[src/fdrc_pkg.sv]
// ----------------------------------------------------------------------------
// fdrc_pkg: shared types and constants for the framed datagram receiver
// Item types, status and phase codes, register indexes and the CRC-8 step.
// ----------------------------------------------------------------------------
package fdrc_pkg;

	localparam int unsigned MAX_FRAME_LENGTH_DEF = 8;

	localparam logic [7:0] START_BYTE_RST = 8'd17;
	localparam logic [7:0] CRC_POLY_RST   = 8'd140;

	localparam int unsigned CFG_INDEX_W = 1;
	localparam int unsigned CFG_DATA_W  = 8;

	typedef enum logic [CFG_INDEX_W-1:0] {
		CFG_START_BYTE = 1'b0,
		CFG_CRC_POLY   = 1'b1
	} cfg_reg_t;

	typedef enum logic [1:0] {
		ST_OK       = 2'd0,
		ST_CRC      = 2'd1,
		ST_OVERFLOW = 2'd2
	} frame_status_t;

	typedef enum logic [2:0] {
		PH_HUNT   = 3'b001,
		PH_LENGTH = 3'b010,
		PH_BODY   = 3'b100
	} phase_t;

	// Frame positions after the length byte
	localparam int unsigned IDX_ADDR      = 1;
	localparam int unsigned IDX_OPCODE    = 2;
	localparam int unsigned IDX_PAY_FIRST = 3;
	localparam int unsigned PAY_BYTES     = 4;

	typedef struct packed {
		logic [7:0] rx_byte;
		logic       rx_error;
	} in_item_t;

	typedef struct packed {
		logic [1:0]  frame_status;
		logic [7:0]  frame_length;
		logic [7:0]  frame_address;
		logic [7:0]  frame_opcode;
		logic [31:0] frame_payload;
	} out_item_t;

	// Reflected CRC-8 over one byte: xor in, then eight shift steps
	function automatic logic [7:0] crc8_update(input logic [7:0] acc,
		input logic [7:0] data, input logic [7:0] poly);
		logic [7:0] a;
		a = acc ^ data;
		for (int k = 0; k < 8; k++) begin
			if (a[0]) begin
				a = (a >> 1) ^ poly;
			end else begin
				a = a >> 1;
			end
		end
		return a;
	endfunction

endpackage

[src/framed_datagram_receiver_crc8_unit.sv]
// ----------------------------------------------------------------------------
// framed_datagram_receiver_crc8_unit: length-prefixed frame receiver, CRC-8
// Hunts for the start byte, collects one frame and reports ok, CRC error or
// length overflow with address, opcode and up to four payload bytes.
// ----------------------------------------------------------------------------
// Path: an accepted item is held in the input register, and its result, if any,
//   is then registered in the output register.
// Throughput: one item per cycle; the input register and the frame state
//   update hold only while a result waits in a stalled output register.
// Reset: phase returns to hunting, both stages empty, start_byte = 17 and
//   crc_poly = 140.
module framed_datagram_receiver_crc8_unit #(
	parameter int unsigned MAX_FRAME_LENGTH = fdrc_pkg::MAX_FRAME_LENGTH_DEF
) (
	input  logic                                clk,
	input  logic                                arst_n,
	input  logic                                in_valid,
	output logic                                in_stall,
	input  fdrc_pkg::in_item_t                  in_item,
	output logic                                out_valid,
	input  logic                                out_stall,
	output fdrc_pkg::out_item_t                 out_item,
	input  logic                                cfg_we,
	input  logic [fdrc_pkg::CFG_INDEX_W-1:0]    cfg_index,
	input  logic [fdrc_pkg::CFG_DATA_W-1:0]     cfg_data
);

	localparam int unsigned IDX_W = $clog2(MAX_FRAME_LENGTH);
	localparam int unsigned LEN_W = $clog2(MAX_FRAME_LENGTH + 1);

	logic [7:0] start_byte_q;
	logic [7:0] crc_poly_q;

	logic                valid_s1;
	fdrc_pkg::in_item_t  item_s1;

	fdrc_pkg::phase_t    phase_q, phase_d;
	logic [IDX_W-1:0]    idx_q, idx_d;
	logic [LEN_W-1:0]    len_q, len_d;
	logic [7:0]          crc_q, crc_d;
	logic [7:0]          addr_q, addr_d;
	logic [7:0]          opcode_q, opcode_d;
	logic [31:0]         payload_q, payload_d;

	logic                out_valid_q;
	fdrc_pkg::out_item_t out_item_q;

	logic                emit;
	fdrc_pkg::out_item_t result;
	logic [7:0]          data;
	logic                advance;

	// Configuration registers
	always_ff @(posedge clk or negedge arst_n) begin
		if (!arst_n) begin
			start_byte_q <= fdrc_pkg::START_BYTE_RST;
			crc_poly_q   <= fdrc_pkg::CRC_POLY_RST;
		end else if (cfg_we) begin
			case (cfg_index)
				fdrc_pkg::CFG_START_BYTE: start_byte_q <= cfg_data;
				fdrc_pkg::CFG_CRC_POLY:   crc_poly_q   <= cfg_data;
				default: ;
			endcase
		end
	end

	// Frame logic on the registered item
	always_comb begin
		data      = item_s1.rx_error ? 8'd0 : item_s1.rx_byte;
		phase_d   = phase_q;
		idx_d     = idx_q;
		len_d     = len_q;
		crc_d     = crc_q;
		addr_d    = addr_q;
		opcode_d  = opcode_q;
		payload_d = payload_q;
		emit      = 1'b0;
		result    = '0;
		case (phase_q)
			fdrc_pkg::PH_LENGTH: begin
				addr_d    = 8'd0;
				opcode_d  = 8'd0;
				payload_d = 32'd0;
				if (data < 8'd2) begin
					phase_d             = fdrc_pkg::PH_HUNT;
					emit                = 1'b1;
					result.frame_status = fdrc_pkg::ST_CRC;
				end else if (data > 8'(MAX_FRAME_LENGTH)) begin
					phase_d             = fdrc_pkg::PH_HUNT;
					emit                = 1'b1;
					result.frame_status = fdrc_pkg::ST_OVERFLOW;
					result.frame_length = data - 8'd1;
				end else begin
					len_d   = data[LEN_W-1:0];
					crc_d   = fdrc_pkg::crc8_update(8'd0, data, crc_poly_q);
					idx_d   = IDX_W'(1);
					phase_d = fdrc_pkg::PH_BODY;
				end
			end
			fdrc_pkg::PH_BODY: begin
				if (8'(idx_q) + 8'd1 >= 8'(len_q)) begin
					// last byte is the CRC
					phase_d              = fdrc_pkg::PH_HUNT;
					idx_d                = '0;
					emit                 = 1'b1;
					result.frame_status  = (crc_q == data) ? fdrc_pkg::ST_OK
						: fdrc_pkg::ST_CRC;
					result.frame_length  = 8'(len_q) - 8'd1;
					result.frame_address = addr_q;
					result.frame_opcode  = opcode_q;
					result.frame_payload = payload_q;
				end else begin
					crc_d = fdrc_pkg::crc8_update(crc_q, data, crc_poly_q);
					idx_d = idx_q + IDX_W'(1);
					if (8'(idx_q) == 8'(fdrc_pkg::IDX_ADDR)) begin
						addr_d = data;
					end
					if (8'(idx_q) == 8'(fdrc_pkg::IDX_OPCODE)) begin
						opcode_d = data;
					end
					for (int k = 0; k < fdrc_pkg::PAY_BYTES; k++) begin
						if (8'(idx_q) == 8'(fdrc_pkg::IDX_PAY_FIRST + k)) begin
							payload_d[31-8*k -: 8] = payload_q[31-8*k -: 8] | data;
						end
					end
				end
			end
			default: begin
				phase_d = (data == start_byte_q) ? fdrc_pkg::PH_LENGTH
					: fdrc_pkg::PH_HUNT;
			end
		endcase
	end

	// Hold the item in stage 1 only when it has a result and the output is blocked
	assign advance  = !(valid_s1 && emit && out_valid_q && out_stall);
	assign in_stall = valid_s1 && !advance;

	always_ff @(posedge clk or negedge arst_n) begin
		if (!arst_n) begin
			valid_s1    <= 1'b0;
			phase_q     <= fdrc_pkg::PH_HUNT;
			out_valid_q <= 1'b0;
		end else begin
			if (!in_stall) begin
				valid_s1 <= in_valid;
			end
			if (valid_s1 && advance) begin
				phase_q <= phase_d;
			end
			if (valid_s1 && advance && emit) begin
				out_valid_q <= 1'b1;
			end else if (!out_stall) begin
				out_valid_q <= 1'b0;
			end
		end
	end

	always_ff @(posedge clk) begin
		if (!in_stall && in_valid) begin
			item_s1 <= in_item;
		end
		if (valid_s1 && advance) begin
			idx_q     <= idx_d;
			len_q     <= len_d;
			crc_q     <= crc_d;
			addr_q    <= addr_d;
			opcode_q  <= opcode_d;
			payload_q <= payload_d;
		end
		if (valid_s1 && advance && emit) begin
			out_item_q <= result;
		end
	end

	assign out_valid = out_valid_q;
	assign out_item  = out_item_q;

`ifndef NO_ASSERTIONS
	a_no_overwrite: assert property (@(posedge clk) disable iff (!arst_n)
		valid_s1 && emit && out_valid_q && out_stall |-> in_stall)
		else $error("result would overwrite a waiting output item");

	a_result_loaded: assert property (@(posedge clk) disable iff (!arst_n)
		valid_s1 && emit && advance |=> out_valid_q)
		else $error("emitted result not held in output register");

	a_body_index: assert property (@(posedge clk) disable iff (!arst_n)
		phase_q == fdrc_pkg::PH_BODY |-> 8'(idx_q) < 8'(len_q))
		else $error("byte index ran past frame length");

	a_status_code: assert property (@(posedge clk) disable iff (!arst_n)
		out_valid_q |-> (out_item_q.frame_status == fdrc_pkg::ST_OK
			|| out_item_q.frame_status == fdrc_pkg::ST_CRC
			|| out_item_q.frame_status == fdrc_pkg::ST_OVERFLOW))
		else $error("undefined frame status");

	a_overflow_len: assert property (@(posedge clk) disable iff (!arst_n)
		out_valid_q && out_item_q.frame_status == fdrc_pkg::ST_OVERFLOW
			|-> out_item_q.frame_length >= 8'(MAX_FRAME_LENGTH))
		else $error("overflow reported for a legal length");
`endif

endmodule

[config.mk]
export PLATFORM = sky130hd
export DESIGN_NAME = framed_datagram_receiver_crc8_unit
export DESIGN_NICKNAME = d
export VERILOG_FILES = /design/src/fdrc_pkg.sv /design/src/framed_datagram_receiver_crc8_unit.sv
export SDC_FILE = /design/constraint.sdc
export NUM_CORES = 1
export LEC_CHECK = 0
export ABC_AREA = 1
export ABC_CLOCK_PERIOD_IN_PS = 6900
export BUFFER_PORTS_ARGS = -buffer_cell sky130_fd_sc_hd__clkbuf_2
export CAP_MARGIN = 0
export CORE_UTILIZATION = 60
export CTS_CLUSTER_DIAMETER = 100
export DETAILED_ROUTE_END_ITERATION = 16
export GPL_TIMING_DRIVEN = 0
export PLACE_DENSITY = 0.81
export SKIP_CTS_REPAIR_TIMING = 1
export SLEW_MARGIN = 10
export SYNTH_ARGS = -nofsm -noshare
export SYNTH_HDL_FRONTEND = slang
export SYNTH_SLANG_ARGS = --single-unit
[constraint.sdc]
create_clock -name clk -period 6.9 [get_ports clk]
set_input_delay 0.69 -clock clk [delete_from_list [all_inputs] [get_ports clk]]
set_output_delay 0.69 -clock clk [all_outputs]
set_load 0.02 [all_outputs]
-- After elaboration in Yosys (flattened, before gate mapping)
Index checks and enable logic that the tools add are counted.
- flip-flop bits (word level): 151
- $add $sub $neg: 4
- order comparisons: 3
- eq/ne operators: 21
- mux-type cells: 89
- bitwise gates (word level): 24
- reductions and logical operators: 23
- operators with widths (cell ; count):
    $mux W8 ; 64
    $xor A7 B8 Y8 ; 16
    $pmux W32 S2 ; 1
    $mux W57 ; 1
    $pmux W8 S2 ; 3
    $mux W32 ; 1
    $or A8 B8 Y8 ; 4
    $reduce_and A4 Y1 ; 8
    $ne A2 B2 Y1 const B ; 10
    $pmux W10 S2 ; 1
    $mux W3 ; 6
    $eq A8 B8 Y1 ; 2
    $eq A3 B3 Y1 const B ; 4
    $pmux W3 S2 ; 2
    $mux W10 ; 1
    $eq A3 B2 Y1 const B ; 3
    $gt A8 B4 Y1 const B ; 1
    $lt A8 B2 Y1 const B ; 1
    $reduce_and A2 Y1 ; 4
    $sub A8 B1 Y8 const B ; 1
    $xor A8 B8 Y8 ; 1
    $logic_and A1 B1 Y1 ; 7
    $mux W1 ; 6
    $reduce_and A5 Y1 ; 1
    11 further kinds ; 15

-- Longest topological paths before layout
- depth after elaboration: 41
- gate-level depth with buffers: 30

-- Least setup slack after synthesis
Ideal clock, no wire load.
- path type: reg-to-reg
- start point: register idx_q[0]
- end point: register out_item_q, in the netlist out_item[0] (enable)
- arrival time: 4600 ps
- data required time: 6407 ps
- setup slack: 1807 ps
- cell stages (with the launch flop): 12
- buffers on the path: 0
- clock period less this slack: 5093 ps
- cells stage by stage: edfxtp_1 > ha_1 > ha_1 > inv_1 > ha_1 > o21a_1 > o21ai_0 > nand2_1 > nand2_1 > nand2_1 > nand2_1 > a21oi_1
- longest elaborated chain between the ends: 10
- RTL lines (item ; line ; text):
    from (decl) ; framed_datagram_receiver_crc8_unit.sv:38 ; logic [IDX_W-1:0] idx_q, idx_d;
    from (signal assigned) ; framed_datagram_receiver_crc8_unit.sv:164 ; idx_q <= idx_d;
    $add A3 B1 Y4 * ; framed_datagram_receiver_crc8_unit.sv:101 ; if (8'(idx_q) + 8'd1 >= 8'(len_q)) begin
    $ge A4 B4 Y1 * ; framed_datagram_receiver_crc8_unit.sv:101 ;
    $mux W1 * ; framed_datagram_receiver_crc8_unit.sv:101 ;
    $pmux W1 S2 * ; framed_datagram_receiver_crc8_unit.sv:79 ; case (phase_q)
    $logic_and A1 B1 Y1 (3 in series) ; framed_datagram_receiver_crc8_unit.sv:136 ; assign advance = !(valid_s1 && emit && out_valid_q && out_stall);
    $logic_not A1 Y1 ; framed_datagram_receiver_crc8_unit.sv:136 ;
    $logic_and A1 B1 Y1 ; framed_datagram_receiver_crc8_unit.sv:171 ; if (valid_s1 && advance && emit) begin
    $logic_and A1 B1 Y1 * ; framed_datagram_receiver_crc8_unit.sv:171 ;
    to (signal assigned) ; framed_datagram_receiver_crc8_unit.sv:172 ; out_item_q <= result;
    to (decl) ; framed_datagram_receiver_crc8_unit.sv:46 ; fdrc_pkg::out_item_t out_item_q;
Every way passes the cells marked *; elsewhere a longest branch is shown, timed or not.
A chain may end at the register's enable or synchronous reset.

-- Final worst setup path
- start point: register idx_q[0]
- end point: register payload_q[0] (enable)
- longest elaborated chain between the ends: 10
- RTL lines (item ; line ; text):
    $add A3 B1 Y4 ; framed_datagram_receiver_crc8_unit.sv:101 ;
    $ge A4 B4 Y1 ; framed_datagram_receiver_crc8_unit.sv:101 ;
    $mux W1 ; framed_datagram_receiver_crc8_unit.sv:101 ;
    $pmux W1 S2 ; framed_datagram_receiver_crc8_unit.sv:79 ;
    $logic_and A1 B1 Y1 (3 in series) ; framed_datagram_receiver_crc8_unit.sv:136 ;
    $logic_not A1 Y1 ; framed_datagram_receiver_crc8_unit.sv:136 ;
    $logic_and A1 B1 Y1 ; framed_datagram_receiver_crc8_unit.sv:163 ; if (valid_s1 && advance) begin
    $reduce_and A4 Y1 (no source line) * ; -- ;
    to (signal assigned) ; framed_datagram_receiver_crc8_unit.sv:169 ; payload_q <= payload_d;
    to (decl) ; framed_datagram_receiver_crc8_unit.sv:43 ; logic [31:0] payload_q, payload_d;
Marked as above.

==> flow_metrics.tcl <==
set metrics [dict create \
    dieArea_um2 15500 \
    grt_overflow 0 \
    avgSynthCellArea_um2 8.29 \
    async_flop_share_pct 13.9 \
    cts_tree "yes" \
    drc 0 \
    fmax_ghz 0.262 \
    placed_cells 1356 \
    cts.sinks 151 \
    clockBufferDepth 2 \
    finalCritPeriodShare_pct 55.2 \
    synth-seq-area-share_pct 49.2 \
    final_cells 1388 \
    reg2reg_depth 14 \
    ios 83 \
    portBuffers 82 \
    synth_nets 1121 \
    clock-skew-final_ns 0.00843 \
    grt_pass1_vias 6846 \
    final_nets 1224 \
    hp-class "in -> async" \
    core.rowCount 44 \
    antenna_found_initial 0 \
    worst_path_max_delay_cell "nor2_1" \
    routed_wl_um 21800 \
    dominantRegCellSynth "edfxtp_1" \
    die_x_um 125 \
    p_leak_nw 4.56 \
    cts-htree-levels 4 \
    cts_root_buffer "clkbuf_16" \
    place.gp.congestion 0.961 \
    finalHoldViolCount 0 \
    cp_common_cell "nand2_1" \
    syn_inst 1088 \
    rsz0062_at_grt "no" \
    ir_drop_mv 0.216 \
    wl_per_cell_um 15.7 \
    worst_pin_slew_ns 1.12 \
    p_sw_w 0.000990 \
    cp_max_fo 8 \
    synth_area_um2 9020 \
    yosys_warnings 0 \
    max_cap_violations 0 \
    ant_nets 0 \
    crit_start "idx_q[0]$_SDFFCE_PN1P_" \
    first_pass_iters 5 \
    numCtsBuffers 17 \
    vias 7555 \
    layout_min_cycle_time_ns 3.81 \
    grt_max_degree 32 \
    slowest_delay_ns 0.72 \
    fillCellCount 1137 \
    synth.distinct_cells 43 \
    setup_violations 0 \
    path_cells "ha_1 -> ha_1 -> inv_1 -> ha_1 -> o21a_1 -> o21ai_0 -> nand2_1 -> nand2_1 -> nand2_1 -> nand2_1 -> nor2_1 -> inv_1 -> nand4_1 -> nor2_1" \
    grt_pass1_wl_um 34900 \
    seqPwrFrac_pct 35.7 \
    grt_use_total_pct 29.0 \
    power.total_w 0.00287 \
    fin_tns_setup_ns 0 \
    crit_required_ns 6.96 \
    drive_gt1_share_pct 17.4 \
    swShare_pct 34.4 \
    timing.final.max_slew_violations 0 \
    slew_headroom_pct 25.0 \
    synth_seq_cells 151 \
    coreArea_um2 14600 \
    status "completed" \
    start_util_pct 61.8 \
    crit_path_end_kind "flop" \
    worst_r2r_startpoint "idx_q[0]$_SDFFCE_PN1P_" \
    critPathArrivalTime_ns 3.87 \
    cts.clk_slew.worst_paths_ns 0.06 \
    crit_type "reg -> reg" \
    yosys-top-cells-area "edfxtp_1 43%, nand2_1 11%, inv_1 6.0%" \
    diodes 0 \
    yosysTopAreaCell "edfxtp_1" \
    pwr-share-comb_pct 31.3 \
    p_per_area_nw_per_um2 279 \
    clk-insertion-delay-late_ns 0.43 \
    crit_path_start_kind "flop" \
    reg2reg_to "payload_q[0]$_SDFFCE_PN0P_" \
    synth_top_area_share_pct 43.3 \
    layout-area-overhead-vs-synth_pct 14.4 \
    place_hpwl_um 16000 \
    drtIter0Drc 629 \
    die_h_um 125 \
    power_frac_clock_pct 33.0 \
    viasPerCell 5.44 \
    synth_edf_count 130 \
    p_int_w 0.00188 \
    rrSetupSlack_ns 3.09 \
]
per-layer routing:
metal  share of wire [%]  wire length [um]  global-route usage (%)
met3                 7.4              1620                    6.31
met1                  42              9200                    38.5
met4                 2.9               635                    11.3
met5                   0                 0                       0
met2                  47             10400                    46.3
power groups by stage:
stage	registers [W]	logic [W]	clock network, W
finish	0.00103	0.000900	0.000947
global route	0.00103	0.000998	0.000992
detailed placement	0.00105	0.000877	0
global placement	0.00105	0.000857	0
floorplan	0.00104	0.000712	0
CTS	0.00103	0.000884	0.000949
stage by stage:
| stage | hold WS [ns] | area (um^2) | utilization (%) | setup WS, ns |
|---|---|---|---|---|
| floorplan | 0.394 | 9020 | - | 1.81 |
| global placement | 0.471 | 9660 | 66.2 | 0.517 |
| detailed placement | 0.491 | 9720 | 66.6 | 3.20 |
| CTS | 0.237 | 10300 | 70.8 | 3.13 |
| global route | 0.253 | 10300 | 70.8 | 2.76 |
| finish | 0.229 | 10300 | 70.8 | 3.09 |
synth_stat cells (all sizes together), types with 2 or more instances:
library cell  instances
a21oi                32
buf                  16
clkbuf               19
clkinv                4
dfrtp                15
dfstp                 6
edfxtp              130
ha                   10
inv                 162
nand2               301
nand3               114
nand4                 6
nor2                148
nor3                  4
nor4                  2
o21ai                47
o21bai                2
xnor2                33
xor2                 29
final cells by class:
class / instances / area (um^2) / area share, %
flip-flops and latches: 151 / 4440 / 43.0
repair buffers: 84 / 458 / 4.44
clock buffers: 20 / 437 / 4.23
inverters: 166 / 626 / 6.06
well taps: 184 / 230 / 2.23
multi-input cells: 736 / 3790 / 36.7
plain buffers: 35 / 183 / 1.77
clock inverters: 12 / 165 / 1.60
cells by family after synthesis:
family | count (synthesis) | synth area share, %
and+or+nand+nor | 577 | 29.1
buffers and inverters | 201 | 8.96
DFF | 151 | 49.2
AOI/OAI and AO/OA | 87 | 5.19
xor gates and xnor gates | 62 | 6.19
adders and majority gates | 10 | 1.39
cells in the final DEF (no fill, tap or decap), types with 3 or more instances in the layout:
cell,netlist,routed
nand4_1,6,6
nor2_4,4,4
o21ai_2,3,3
nand3_2,8,8
buf_2,8,8
clkbuf_16,0,17
dfrtp_1,15,15
nand2_2,20,20
nor3_1,4,4
inv_1,145,145
xnor2_1,32,32
bufinv_16,0,3
o21ai_0,42,42
inv_2,16,16
nand3_1,103,103
inv_6,0,4
a21oi_1,32,31
buf_6,5,5
nand2_1,271,271
nand2_4,10,10
edfxtp_1,130,130
nor2_1,134,134
ha_1,10,10
clkinv_1,4,5
clkbuf_2,0,82
clkbuf_1,19,22
xor2_1,28,28
nor2_2,8,8
dfstp_2,6,6
nand3_4,3,3
how the worst max path moves through the flow:
| stage | endpoint |
|---|---|
| 5_1_grt | payload_q[0]$_SDFFCE_PN0P_ |
| 6_report | payload_q[0]$_SDFFCE_PN0P_ |
| 3_3_place_gp | out_item[26]$_SDFFCE_PN0P_ |
| 4_1_cts | payload_q[4]$_SDFFCE_PN0P_ |
| 2_1_floorplan | out_item[0]$_SDFFCE_PN0P_ |
| 3_5_place_dp | payload_q[1]$_SDFFCE_PN0P_ |
registers in the layout, summed over array words and instances, names as in the netlist:
signal	cells
out_item	58
item_s1	9
idx_q	3
crc_q	8
addr_q	8
len_q	4
start_byte_q	8
payload_q	32
valid_s1	1
phase_q	3
out_valid	1
opcode_q	8
crc_poly_q	8
critical path: cells and delay by family (launching register included):
family	cells	cell delay (ns)
buffers and inverters	2	0.15
AO/OA/AOI/OAI	2	0.23
adder cells (fa/ha/maj)	3	0.82
flip-flops	1	0.49
AND/OR/NAND/NOR	7	1.73
(Power assumes the default switching activity.)
